--- config.mk ---
export PLATFORM = sky130hd
export DESIGN_NAME = ubfrq_outq
export DESIGN_NICKNAME = d
export VERILOG_FILES = /design/src/ubfrq_pkg.sv /design/src/ubfrq_outq.sv
export SDC_FILE = /design/constraint.sdc
export NUM_CORES = 1
export LEC_CHECK = 0
export BUFFER_PORTS_ARGS = -buffer_cell sky130_fd_sc_hd__buf_4
export CELL_PAD_IN_SITES_DETAIL_PLACEMENT = 0
export CELL_PAD_IN_SITES_GLOBAL_PLACEMENT = 2
export CORE_ASPECT_RATIO = 0.9
export CORE_MARGIN = 2
export CORE_UTILIZATION = 39
export DETAILED_ROUTE_END_ITERATION = 6
export HOLD_SLACK_MARGIN = 0.1
export PLACE_DENSITY = 0.83
export SLEW_MARGIN = 30
export SYNTH_ARGS = -nofsm -noshare
export SYNTH_HDL_FRONTEND = slang
export SYNTH_SLANG_ARGS = --single-unit
--- constraint.sdc ---
create_clock -name i_clk -period 3.4 [get_ports i_clk]
set_clock_uncertainty 0.05 [all_clocks]
set_input_delay 0.34 -clock i_clk [delete_from_list [all_inputs] [get_ports i_clk]]
set_output_delay 0.34 -clock i_clk [all_outputs]
set_load 0.05 [all_outputs]
--- src/ubfrq_pkg.sv ---
// Shared types and constants for the USB bulk frame reassembly queue.
package ubfrq_pkg;

    localparam int MAX_FRAME_DEF    = 1514;
    localparam int SLOT_BYTES_DEF   = 2048;
    localparam int QUEUE_SLOTS_DEF  = 4;
    localparam int PACKET_BYTES_DEF = 64;

    localparam int MIN_FRAME = 14;
    localparam int CMD_W     = 2;
    localparam int BYTE_W    = 8;
    localparam int LEN_W     = 11;
    localparam int EVENT_W   = 2;
    localparam int WAIT_W    = 2;
    localparam int OQ_DEPTH  = 3;

    typedef enum logic [CMD_W-1:0] {
        CMD_BYTE = 2'd0,
        CMD_END  = 2'd1,
        CMD_READ = 2'd2,
        CMD_NOP  = 2'd3
    } t_cmd;

    localparam logic [EVENT_W-1:0] EV_NONE   = 2'd0;
    localparam logic [EVENT_W-1:0] EV_QUEUED = 2'd1;
    localparam logic [EVENT_W-1:0] EV_RUNT   = 2'd2;
    localparam logic [EVENT_W-1:0] EV_FULL   = 2'd3;

    typedef struct packed {
        logic [BYTE_W-1:0]  read_data;
        logic               read_valid;
        logic               read_last;
        logic [LEN_W-1:0]   read_frame_length;
        logic [EVENT_W-1:0] frame_event;
        logic               oversize_discard;
        logic [WAIT_W-1:0]  frames_waiting;
    } t_result;

endpackage

--- src/ubfrq_outq.sv ---
// Three-entry result queue that decouples the output handshake from the pipeline.
module ubfrq_outq (
    input  logic                i_clk,
    input  logic                i_rst_n,
    input  logic                i_push,
    input  ubfrq_pkg::t_result  i_res,
    input  logic                i_pending,
    output logic                o_full,
    output logic                o_valid,
    input  logic                i_stall,
    output ubfrq_pkg::t_result  o_res
);
    import ubfrq_pkg::*;

    localparam int PTR_W = $clog2(OQ_DEPTH);
    localparam int CNT_W = $clog2(OQ_DEPTH + 1);
    localparam logic [PTR_W-1:0] LAST_PTR = PTR_W'(OQ_DEPTH - 1);
    localparam logic [CNT_W:0]   DEPTH_C  = (CNT_W + 1)'(OQ_DEPTH);

    t_result           r_ent [OQ_DEPTH];
    logic [PTR_W-1:0]  r_head, r_tail;
    logic [CNT_W-1:0]  r_count;
    logic              pop;
    logic [CNT_W:0]    in_flight;

    assign o_valid   = (r_count != '0);
    assign pop       = o_valid && !i_stall;
    assign o_res     = r_ent[r_head];
    // count the result still in the pipeline so it always finds room
    assign in_flight = (CNT_W + 1)'(r_count) + (CNT_W + 1)'(i_pending);
    assign o_full    = (in_flight >= DEPTH_C);

    always_ff @(posedge i_clk) begin
        if (!i_rst_n) begin
            r_head  <= '0;
            r_tail  <= '0;
            r_count <= '0;
        end else begin
            if (i_push) begin
                r_tail <= (r_tail == LAST_PTR) ? '0 : r_tail + 1'b1;
            end
            if (pop) begin
                r_head <= (r_head == LAST_PTR) ? '0 : r_head + 1'b1;
            end
            if (i_push && !pop) begin
                r_count <= r_count + 1'b1;
            end else if (pop && !i_push) begin
                r_count <= r_count - 1'b1;
            end
        end
    end

    always_ff @(posedge i_clk) begin
        if (i_push) begin
            r_ent[r_tail] <= i_res;
        end
    end

    a_no_overflow: assert property (@(posedge i_clk) disable iff (!i_rst_n)
        (i_push && !pop) |-> (r_count < CNT_W'(OQ_DEPTH)))
        else $error("result queue overflow");

endmodule

==> metrics.txt <==
status completed; Yosys reg bits 86; PD cells 712.7 nW/um^2; Avg Vias per Cell 4.747; Leak 0.001396 uW; die width 100.0 um; # clock sinks 86; number of buffers created by CTS 9; # rows 31; IO Count 59; syn avg cell area 16.25 sq um; Crit-path slowest cell dfxtp_2; Post-CTS Resized 0; worst hold start i_res[18]; area growth from synthesis to layout 23.13%; Post-synth EDFFs 78; CTS Buffer Depth 2; Crit path arrival time 1850 ps; Pre-antenna DRT Iters 4; fin cells 367; synth warn 0; RSZ-0062 raised after global routing false; WHS 138.1 ps; ys async rst share 0; crit path time final 2244 ps; Die H 90.40 um; R2R depth 2; Hold EP r_ent[1][18]; crit path buf inv count 1; GRT Util Overall 0.1236; Yosys cell types 24; area of the core 8068 sq um; class of the worst hold path in2reg; htree depth 3; ANT nets after route 0; Routed wire per std cell 14.41 um; largest net degree at the start of global routing 53; Port Buffers 58; # nets final 297; Final Max Slew Viols 0; r2r setup slk 1690 ps; total congestion overflow 0; Fin. Hold Viols 0; initial antenna violation count 0; Vias 1742; initial core utilization 0.4009; list of most frequent post-synthesis cells 78 x edfxtp_1, 29 x nand2_1, 26 x mux2i_1, 26 x o21ai_1, 8 x dfxtp_1; postcts setup bufs 0; CTS hold repair buffers 0; setup_tns 0 ps; Post-Synthesis Cells 199; drc violations 0; clk slew on worst S/H paths 90 ps; top-count cell post-synth edfxtp_1; Main synth FF type edfxtp_1; Crit Path Category reg2out; Iteration-0 DRC Markers 75; endpoint type of the worst setup path primary output; worst endpoint required time 3010 ps; first-pass GRT wire length 8.431 mm; reg2reg end r_ent[1][3]; cell area after synthesis 3234 sq um; FMAX 0.4457 GHz; FF+latch area 2507 sq um; setup violators final 0; CTS tree built; Max IR drop VDD 0.3475 mV; Worst path max stage delay 900 ps; diodes inserted 0; max-cap violations 0; RR Startpoint r_tail[0]; Skew-Pair Late Insertion Delay 330 ps; Final Cycle Share 0.6599; die area 9039 sq um; syn_nets 233; Slew @ Worst Pin 874.1 ps; CP cell instances mux2i_1 > o21ai_1 > buf_4; DP Cell Count 351; Seq/Total Area, Yosys 0.7737; max_slew headroom 0.4173; share of the synthesized area in the top cell type 0.7242; vias in the first global route 1734; Yosys top cell by area edfxtp_1; Synth area leaders edfxtp_1 72%, mux2i_1 8.0%, dfxtp_1 5.0%; worst hold path cell count 1; Root Buffer clkbuf_8; Top delay family on crit path flip-flops; HPWL after DPL 3.362 mm; Routed WL 5.289 mm; CP startpoint kind register; CP max FO 26; FILL cells 718; share of post-route cells with drive strength above 1 0.3060; multi-input logic area 689.4 sq um; routability cong. 0.6481
how the worst max path moves through the flow:
| stage | slack (ps) | from | depth (start not counted) | to |
|---|---|---|---|---|
| finish | 1160 | register | 3 | o_res[14] |
| global route | 1000 | register | 3 | o_res[18] |
| CTS | 1080 | register | 3 | o_res[14] |
| detailed placement | 1460 | register | 3 | o_res[14] |
| global placement | 1460 | register | 3 | o_res[14] |
| floorplan | 560 | i_push | 1 | r_ent[0][0] |
layout by cell type, fill, tap and decap left out:
master / n
o21ai_1: 26
o21a_1: 2
a21boi_1: 3
buf_4: 62
nand2_1: 29
or3b_1: 1
o21ai_0: 1
dfxtp_1: 6
inv_6: 1
xnor2_1: 1
nor2b_1: 2
or3_1: 2
ha_1: 3
edfxtp_1: 78
nor2_2: 1
bufinv_16: 1
clkinv_1: 1
clkinv_2: 1
clkinvlp_4: 1
dfxtp_4: 1
xor2_1: 1
and2_1: 1
or2_1: 1
clkinv_4: 2
a21o_1: 1
dfxtp_2: 1
nor3b_2: 1
and3b_1: 1
mux2i_1: 26
o21bai_2: 1
clkbuf_8: 9
worst reg2reg max path, cell delays in order (launching register included):
cell and delay, ps:
dfxtp_1 380, and3b_1 580, buf_4 390
state kept, by name, indices dropped and copies added, names as in the netlist, named ones only:
register  flops
r_count       2
r_head        2
r_tail        2
r_ent        78
report_power, final:
| part | switching (uW) | internal (uW) | total, uW |
|---|---|---|---|
| clock | 335 | 340 | 676 |
| combinational | 543 | 296 | 839 |
| sequential | 102 | 1220 | 1320 |
area by class of cell:
type / count / area share
flip-flops and latches: 86 / 0.6296
repair buffers: 62 / 0.1169
clock inverters: 7 / 0.01822
well taps: 99 / 0.03110
multi-input cells: 104 / 0.1731
clock buffers: 9 / 0.03110
cell families after synthesis:
family | share of synthesized area
compound gates | 0.05918
buf+inv | 0.01547
fa+ha+maj | 0.01161
mux | 0.08046
flops | 0.7737
xor+xnor | 0.005417
simple gates | 0.05416
per-stage QoR:
step	setup WS, ps	cell area [sq um]	power (uW)	util
2_1_floorplan	563.0	3234	1946	-
3_3_place_gp	1458	3784	2193	0.4690
3_5_place_dp	1457	3784	2202	0.4690
4_1_cts	1077	3980	2880	0.4933
5_1_grt	997.0	3983	2982	0.4936
6_report	1156	3983	2838	0.4936
routing by layer:
metal  global-route usage  up-vias  wire [um]
met3              0.05186        5        315
met5                    0        -          0
met1               0.1486      819       2412
met4              0.02740        0         38
li1                     -      869          -
met2               0.2078       49       2522
Power figures use the tool's default switching activity.
