$ cat src/ubfrq_pkg.sv
// Shared types and constants for the USB bulk frame reassembly queue.
package ubfrq_pkg;

    localparam int MAX_FRAME_DEF    = 1514;
    localparam int SLOT_BYTES_DEF   = 2048;
    localparam int QUEUE_SLOTS_DEF  = 4;
    localparam int PACKET_BYTES_DEF = 64;

    localparam int MIN_FRAME = 14;
    localparam int CMD_W     = 2;
    localparam int BYTE_W    = 8;
    localparam int LEN_W     = 11;
    localparam int EVENT_W   = 2;
    localparam int WAIT_W    = 2;
    localparam int OQ_DEPTH  = 3;

    typedef enum logic [CMD_W-1:0] {
        CMD_BYTE = 2'd0,
        CMD_END  = 2'd1,
        CMD_READ = 2'd2,
        CMD_NOP  = 2'd3
    } t_cmd;

    localparam logic [EVENT_W-1:0] EV_NONE   = 2'd0;
    localparam logic [EVENT_W-1:0] EV_QUEUED = 2'd1;
    localparam logic [EVENT_W-1:0] EV_RUNT   = 2'd2;
    localparam logic [EVENT_W-1:0] EV_FULL   = 2'd3;

    typedef struct packed {
        logic [BYTE_W-1:0]  read_data;
        logic               read_valid;
        logic               read_last;
        logic [LEN_W-1:0]   read_frame_length;
        logic [EVENT_W-1:0] frame_event;
        logic               oversize_discard;
        logic [WAIT_W-1:0]  frames_waiting;
    } t_result;

endpackage

$ cat src/ubfrq_ctrl.sv
// Assembly, ring and read-pointer control; issues the frame store accesses.
module ubfrq_ctrl #(
    parameter int MAX_FRAME    = ubfrq_pkg::MAX_FRAME_DEF,
    parameter int SLOT_BYTES   = ubfrq_pkg::SLOT_BYTES_DEF,
    parameter int QUEUE_SLOTS  = ubfrq_pkg::QUEUE_SLOTS_DEF,
    parameter int PACKET_BYTES = ubfrq_pkg::PACKET_BYTES_DEF,
    parameter int ADDR_W       = $clog2(QUEUE_SLOTS * SLOT_BYTES)
) (
    input  logic                         i_clk,
    input  logic                         i_rst_n,
    input  logic                         i_accept,
    input  logic [ubfrq_pkg::CMD_W-1:0]  i_cmd,
    output logic                         o_ram_we,
    output logic [ADDR_W-1:0]            o_ram_waddr,
    output logic                         o_ram_re,
    output logic [ADDR_W-1:0]            o_ram_raddr,
    output logic                         o_s1_valid,
    output ubfrq_pkg::t_result           o_s1
);
    import ubfrq_pkg::*;

    localparam int FRAME_LIMIT = (MAX_FRAME < SLOT_BYTES) ? MAX_FRAME : SLOT_BYTES;
    localparam int SLOT_W      = (QUEUE_SLOTS > 1) ? $clog2(QUEUE_SLOTS) : 1;
    localparam int PKT_W       = $clog2(PACKET_BYTES + 1);
    localparam int OFF_W       = LEN_W + 1;
    localparam int RING_W      = SLOT_W + 1;

    localparam logic [PKT_W-1:0]  PKT_MAX   = PKT_W'(PACKET_BYTES);
    localparam logic [OFF_W-1:0]  SB_OFF    = OFF_W'(SLOT_BYTES);
    localparam logic [OFF_W-1:0]  LIMIT_OFF = OFF_W'(FRAME_LIMIT);
    localparam logic [LEN_W-1:0]  MIN_LEN   = LEN_W'(MIN_FRAME);
    localparam logic [SLOT_W-1:0] LAST_SLOT = SLOT_W'(QUEUE_SLOTS - 1);
    localparam logic [ADDR_W-1:0] SB_ADDR   = ADDR_W'(SLOT_BYTES);
    localparam logic [RING_W-1:0] Q_RING    = RING_W'(QUEUE_SLOTS);

    logic [SLOT_W-1:0] r_write_slot, n_write_slot;
    logic [SLOT_W-1:0] r_read_slot, n_read_slot;
    logic [LEN_W-1:0]  r_asm_len, n_asm_len;
    logic [PKT_W-1:0]  r_pkt_cnt, n_pkt_cnt;
    logic [LEN_W-1:0]  r_rd_pos, n_rd_pos;
    logic [LEN_W-1:0]  r_len [QUEUE_SLOTS];
    logic              r_s1_valid;
    t_result           r_s1, n_s1;

    t_cmd              cmd;
    logic [OFF_W-1:0]  off;
    logic [LEN_W-1:0]  asm_tmp;
    logic              len_we;
    logic [SLOT_W-1:0] next_ws, next_rd;
    logic [LEN_W-1:0]  cur_len;
    logic [OFF_W-1:0]  pos_inc;
    logic [RING_W-1:0] ring_cnt;

    assign cmd     = t_cmd'(i_cmd);
    assign off     = OFF_W'(r_asm_len) + OFF_W'(r_pkt_cnt);
    assign next_ws = (r_write_slot == LAST_SLOT) ? '0 : r_write_slot + 1'b1;
    assign next_rd = (r_read_slot == LAST_SLOT) ? '0 : r_read_slot + 1'b1;
    assign cur_len = r_len[r_read_slot];
    assign pos_inc = OFF_W'(r_rd_pos) + 1'b1;

    assign o_ram_waddr = ADDR_W'(r_write_slot) * SB_ADDR + ADDR_W'(off);
    assign o_ram_raddr = ADDR_W'(r_read_slot) * SB_ADDR + ADDR_W'(r_rd_pos);

    always_comb begin
        n_write_slot = r_write_slot;
        n_read_slot  = r_read_slot;
        n_asm_len    = r_asm_len;
        n_pkt_cnt    = r_pkt_cnt;
        n_rd_pos     = r_rd_pos;
        n_s1         = '0;
        o_ram_we     = 1'b0;
        o_ram_re     = 1'b0;
        len_we       = 1'b0;
        asm_tmp      = '0;
        if (i_accept) begin
            unique case (cmd)
                CMD_BYTE: begin
                    // bytes past the packet size are dropped
                    if (r_pkt_cnt < PKT_MAX) begin
                        o_ram_we  = (off < SB_OFF);
                        n_pkt_cnt = r_pkt_cnt + 1'b1;
                    end
                end
                CMD_END: begin
                    if (off <= LIMIT_OFF) begin
                        asm_tmp = LEN_W'(off);
                    end else begin
                        n_s1.oversize_discard = 1'b1;
                    end
                    // a short packet closes the frame
                    if (r_pkt_cnt < PKT_MAX) begin
                        if (asm_tmp >= MIN_LEN) begin
                            if (next_ws != r_read_slot) begin
                                len_we           = 1'b1;
                                n_write_slot     = next_ws;
                                n_s1.frame_event = EV_QUEUED;
                            end else begin
                                n_s1.frame_event = EV_FULL;
                            end
                        end else begin
                            n_s1.frame_event = EV_RUNT;
                        end
                        n_asm_len = '0;
                    end else begin
                        n_asm_len = asm_tmp;
                    end
                    n_pkt_cnt = '0;
                end
                CMD_READ: begin
                    if (r_read_slot != r_write_slot) begin
                        o_ram_re               = 1'b1;
                        n_s1.read_valid        = 1'b1;
                        n_s1.read_frame_length = cur_len;
                        if (pos_inc >= OFF_W'(cur_len)) begin
                            n_s1.read_last = 1'b1;
                            n_rd_pos       = '0;
                            n_read_slot    = next_rd;
                        end else begin
                            n_rd_pos = LEN_W'(pos_inc);
                        end
                    end
                end
                CMD_NOP: begin
                end
            endcase
        end
        if (n_write_slot >= n_read_slot) begin
            ring_cnt = RING_W'(n_write_slot) - RING_W'(n_read_slot);
        end else begin
            ring_cnt = RING_W'(n_write_slot) + Q_RING - RING_W'(n_read_slot);
        end
        n_s1.frames_waiting = ring_cnt[WAIT_W-1:0];
    end

    always_ff @(posedge i_clk) begin
        if (!i_rst_n) begin
            r_write_slot <= '0;
            r_read_slot  <= '0;
            r_asm_len    <= '0;
            r_pkt_cnt    <= '0;
            r_rd_pos     <= '0;
            r_s1_valid   <= 1'b0;
        end else begin
            r_write_slot <= n_write_slot;
            r_read_slot  <= n_read_slot;
            r_asm_len    <= n_asm_len;
            r_pkt_cnt    <= n_pkt_cnt;
            r_rd_pos     <= n_rd_pos;
            r_s1_valid   <= i_accept;
        end
    end

    always_ff @(posedge i_clk) begin
        r_s1 <= n_s1;
        if (len_we) begin
            r_len[r_write_slot] <= asm_tmp;
        end
    end

    assign o_s1_valid = r_s1_valid;
    assign o_s1       = r_s1;

    a_pos_in_frame: assert property (@(posedge i_clk) disable iff (!i_rst_n)
        (r_read_slot != r_write_slot) |-> (r_rd_pos < r_len[r_read_slot]))
        else $error("read position past stored frame length");

    a_read_len_min: assert property (@(posedge i_clk) disable iff (!i_rst_n)
        (r_s1_valid && r_s1.read_valid) |-> (r_s1.read_frame_length >= MIN_LEN))
        else $error("read returned a frame shorter than the minimum");

    a_last_frees_slot: assert property (@(posedge i_clk) disable iff (!i_rst_n)
        (i_accept && cmd == CMD_READ && r_read_slot != r_write_slot
            && pos_inc >= OFF_W'(cur_len))
        |=> (r_read_slot == $past(next_rd) && r_rd_pos == '0))
        else $error("last byte did not free the slot");

endmodule

$ cat config.mk
export PLATFORM = sky130hd
export DESIGN_NAME = ubfrq_ctrl
export DESIGN_NICKNAME = d
export VERILOG_FILES = /design/src/ubfrq_pkg.sv /design/src/ubfrq_ctrl.sv
export SDC_FILE = /design/constraint.sdc
export NUM_CORES = 1
export LEC_CHECK = 0
export BUFFER_PORTS_ARGS = -buffer_cell sky130_fd_sc_hd__buf_2
export CORE_MARGIN = 10
export CORE_UTILIZATION = 55
export DETAILED_ROUTE_END_ITERATION = 16
export PLACE_DENSITY = 0.75
export RECOVER_POWER = 50
export SYNTH_ARGS = -nofsm -noshare
export SYNTH_HDL_FRONTEND = slang
export SYNTH_SLANG_ARGS = --single-unit
export TNS_END_PERCENT = 1
$ cat constraint.sdc
create_clock -name i_clk -period 9.75 [get_ports i_clk]
set_input_delay 0.4875 -clock i_clk [delete_from_list [all_inputs] [get_ports i_clk]]
set_output_delay 0.4875 -clock i_clk [all_outputs]
set_load 0.1 [all_outputs]
==> impl_summary.log <==
[metrics] clock network latency to the later pin of the worst-skew pair: 0.36 ns
[metrics] Placer Congestion: 0.829
[metrics] fraction of registers with async set or reset after synthesis: 0%
[metrics] total leakage power: 2.11 nW
[metrics] count of instances resized after the clock tree is built: 0
[metrics] max_cap viols: 0
[metrics] number of vias per cell: 5.48
[metrics] y dimension of the die: 112 µm
[metrics] vias in the first global route: 3244
[metrics] detail-routed net length per standard cell: 16.4 µm
[metrics] global route overflow: 0
[metrics] DIE AREA: 12600 µm²
[metrics] Total GRT Usage: 15.4%
[metrics] register-to-register path setup slack: 5.35 ns
[metrics] count of buffers from port buffering: 51
[metrics] type of the tightest min-delay check: in2reg
[metrics] Nets: 508
[metrics] post-layout minimum cycle time: 4.40 ns
[metrics] post-route setup TNS: 0 ns
[metrics] part of the cycle the worst path needs: 45.1%
[metrics] RSZ-0062 raised after global routing: no
[metrics] standard-cell row count: 33
[metrics] outcome: complete, no violations
[metrics] Placement Cell Area: 4980 µm²
[metrics] sequential share of the synthesized area: 50.3%
[metrics] CTS tree: built
[metrics] number of storage elements in the synthesis netlist: 96
[metrics] Synth Area in Simple Gates: 14.9%
[metrics] largest net degree at the start of global routing: 23
[metrics] Clock Tree Buf Depth: 2
[metrics] count of flip-flops with a built-in enable after synthesis: 44
[metrics] library cell used as clock root buffer: sky130_fd_sc_hd__clkbuf_8
[metrics] upper clock frequency limit: 227 MHz
[metrics] first-pass GRT wire length: 16.0 mm
[metrics] Post-CTS Hold Buffers: 0
[metrics] summed area of non-filler cells in the final layout: 5100 µm²
[metrics] non-filler instance count after layout: 585
[metrics] Initial Utilization: 56.9%
[metrics] post-synthesis share of cell area spent on xor and xnor gates: 5.19%
[metrics] startpoint-to-endpoint class of the critical path: reg2reg
[metrics] power per cell area: 136 nW/µm²
[metrics] post-synthesis mux area share: 6.21%
[metrics] Cell Area, Synth: 4700 µm²
[metrics] fraction of the mapped netlist area in adder cells: 7.62%
[metrics] Worst Hold Margin: 0.425 ns
[metrics] core occupancy in the finished layout: 61.8%
[metrics] Std-Cell Core Area: 8260 µm²
[metrics] clk_skew: 0.0125 ns
[metrics] number of antenna violations at the first check in global routing: 0
[metrics] final total power: 696 µW
[metrics] clock transition at the registers of the reported paths: 0.09 ns
[metrics] Detail Route Antenna Nets: 0
[metrics] compound-cell area share of the yosys netlist: 11.0%
[metrics] Vias: 3208
[metrics] startpoint types: register
[metrics] library cell with the largest summed area after synthesis: sky130_fd_sc_hd__edfxtp_1
[metrics] # Post-CTS Setup Buffers: 0
[metrics] ranking of synthesized cells by area: sky130_fd_sc_hd__edfxtp_1, sky130_fd_sc_hd__dfxtp_1, sky130_fd_sc_hd__ha_1, sky130_fd_sc_hd__mux4_2, sky130_fd_sc_hd__nor2_1
[metrics] final hold viol count: 0
[metrics] worst setup margin: 5.35 ns
[metrics] Distinct cells, synth: 54
[metrics] worst supply voltage drop on vdd: 62.5 µV
[metrics] fraction of layout cells with a size suffix above 1: 8.33%
[metrics] Antenna Cells: 0
[metrics] Pins Over Slew Limit: 0
[metrics] Slew headroom: 19.0%
[metrics] main combinational cell family by area after synthesis: simple AND/OR/NAND/NOR gates
[metrics] io pins: 60
[metrics] total wirelength of the detailed-routed design: 9.62 mm
[metrics] Worst Path Required: 10.03 ns
[metrics] detailed-router iteration count before antenna repair: 5
[metrics] final setup vio count: 0
[metrics] number of sinks on the clock net: 96
[metrics] post-placement setup slack: 5.34 ns
[metrics] area delta synth->final: 8.55%
[metrics] remaining routing DRC violations: 0
[metrics] top flip-flop cell by instance count after synthesis: sky130_fd_sc_hd__dfxtp_1
[metrics] type of element capturing the critical path: register
[metrics] number of clock buffers inserted by TritonCTS: 9
[metrics] actual slew at the worst max-slew pin: 1.20 ns
[metrics] area share of the leading cell type in the synthesized netlist: 28.1%
[metrics] die outline width: 112 µm
[metrics] Worst Path Arrival: 4.68 ns
[metrics] Cells after DPL: 569
[metrics] count of synthesis-stage warnings from yosys: 0
[metrics] Post-Synthesis Mean Instance Area: 10.9 µm²
[metrics] cells after synthesis: 433
[metrics] number of design-rule violations left by the first detailed-router iteration: 144
[metrics] crit-path max FO: 16
[metrics] estimated wirelength of the detail-placed design: 7.14 mm
[metrics] Clock H-tree levels: 3
[synthesized netlist by cell type (all sizes together), types with 5 or more instances]
cell,n
mux4,11
xor2,13
edfxtp,44
xnor2,14
and2,21
nor3,10
buf,11
a21oi,17
nand2,29
o21ai,14
nand2b,5
clkbuf,16
dfxtp,52
a21boi,6
a21o,7
nor2b,11
nor2,42
ha,27
nand3,15
inv,23
[state kept, by name (all words and copies together), names as in the netlist]
register      cells
r_len            44
o_s1             18
r_asm_len        11
r_rd_pos         11
r_pkt_cnt         7
r_read_slot       2
r_write_slot      2
o_s1_valid        1
[cells in the final DEF, fill, tap and decap left out, drive strengths merged, types with 5 or more instances in the layout]
master | netlist | layout
ha | 27 | 27
clkbuf | 16 | 54
a21boi | 6 | 6
o21ai | 14 | 14
nor3 | 10 | 10
conb | 1 | 8
nand2b | 5 | 5
mux4 | 11 | 11
edfxtp | 44 | 44
a21o | 7 | 7
and2 | 21 | 21
xnor2 | 14 | 14
nor2b | 11 | 11
xor2 | 13 | 13
dfxtp | 52 | 52
inv | 23 | 23
nand3 | 15 | 15
nand2 | 29 | 29
buf | 11 | 9
a21oi | 17 | 17
nor2 | 42 | 42
[report_power, final]
part / internal (mW) / switching [mW]
Clock: 0.115 / 0.134
Sequential: 0.417 / 0.000489
Combinational: 0.00298 / 0.0258
[metal layers]
| layer | GRT usage (%) | part of all wire [%] | vias to the layer above |
|---|---|---|---|
| met3 | 4.53 | 5.1 | 8 |
| met4 | 4.99 | 1.0 | 0 |
| met1 | 18.4 | 44 | 1530 |
| met5 | 0 | 0 | - |
| met2 | 26.0 | 49 | 75 |
| li1 | - | - | 1595 |
[cell families after synthesis]
family                   after synthesis
AND/OR/NAND/NOR                      144
multiplexers                          15
flip-flops                            96
other                                  1
adder cells (fa/ha/maj)               28
XOR/XNOR                              27
buffers and inverters                 50
AO/OA/AOI/OAI                         72
[critical path, cell delays in order (launching register included)]
cell,delay (ns)
sky130_fd_sc_hd__dfxtp_1,0.92
sky130_fd_sc_hd__mux4_2,0.59
sky130_fd_sc_hd__inv_1,0.09
sky130_fd_sc_hd__ha_1,0.24
sky130_fd_sc_hd__a21o_1,0.16
sky130_fd_sc_hd__a2111oi_0,0.43
sky130_fd_sc_hd__o21ai_0,0.17
sky130_fd_sc_hd__a21oi_1,0.66
sky130_fd_sc_hd__nand2b_1,0.28
sky130_fd_sc_hd__nor3_1,0.06
sky130_fd_sc_hd__a21o_1,0.20
sky130_fd_sc_hd__ha_1,0.19
sky130_fd_sc_hd__xnor2_1,0.20
sky130_fd_sc_hd__xnor2_1,0.14
[final timing paths]
kind | startpoint | endpoint | cells past startpoint
setup / recovery | r_read_slot[0] | o_s1[1] | 13
hold / removal | i_accept | o_s1_valid | 2
setup reg to reg | r_read_slot[0] | o_s1[1] | 13
hold reg to reg | r_rd_pos[10] | r_rd_pos[10] | 2
[area by class of cell]
type | count | area [µm²]
inverter | 23 | 86.3
clock inverter | 4 | 26.3
sequential | 96 | 2360
tap | 105 | 131
multi-input combinational | 294 | 2120
fill | 709 | 3160
clock buffer | 12 | 166
timing repair buffer | 51 | 203
Note: power is estimated with default switching activity, not from simulation.
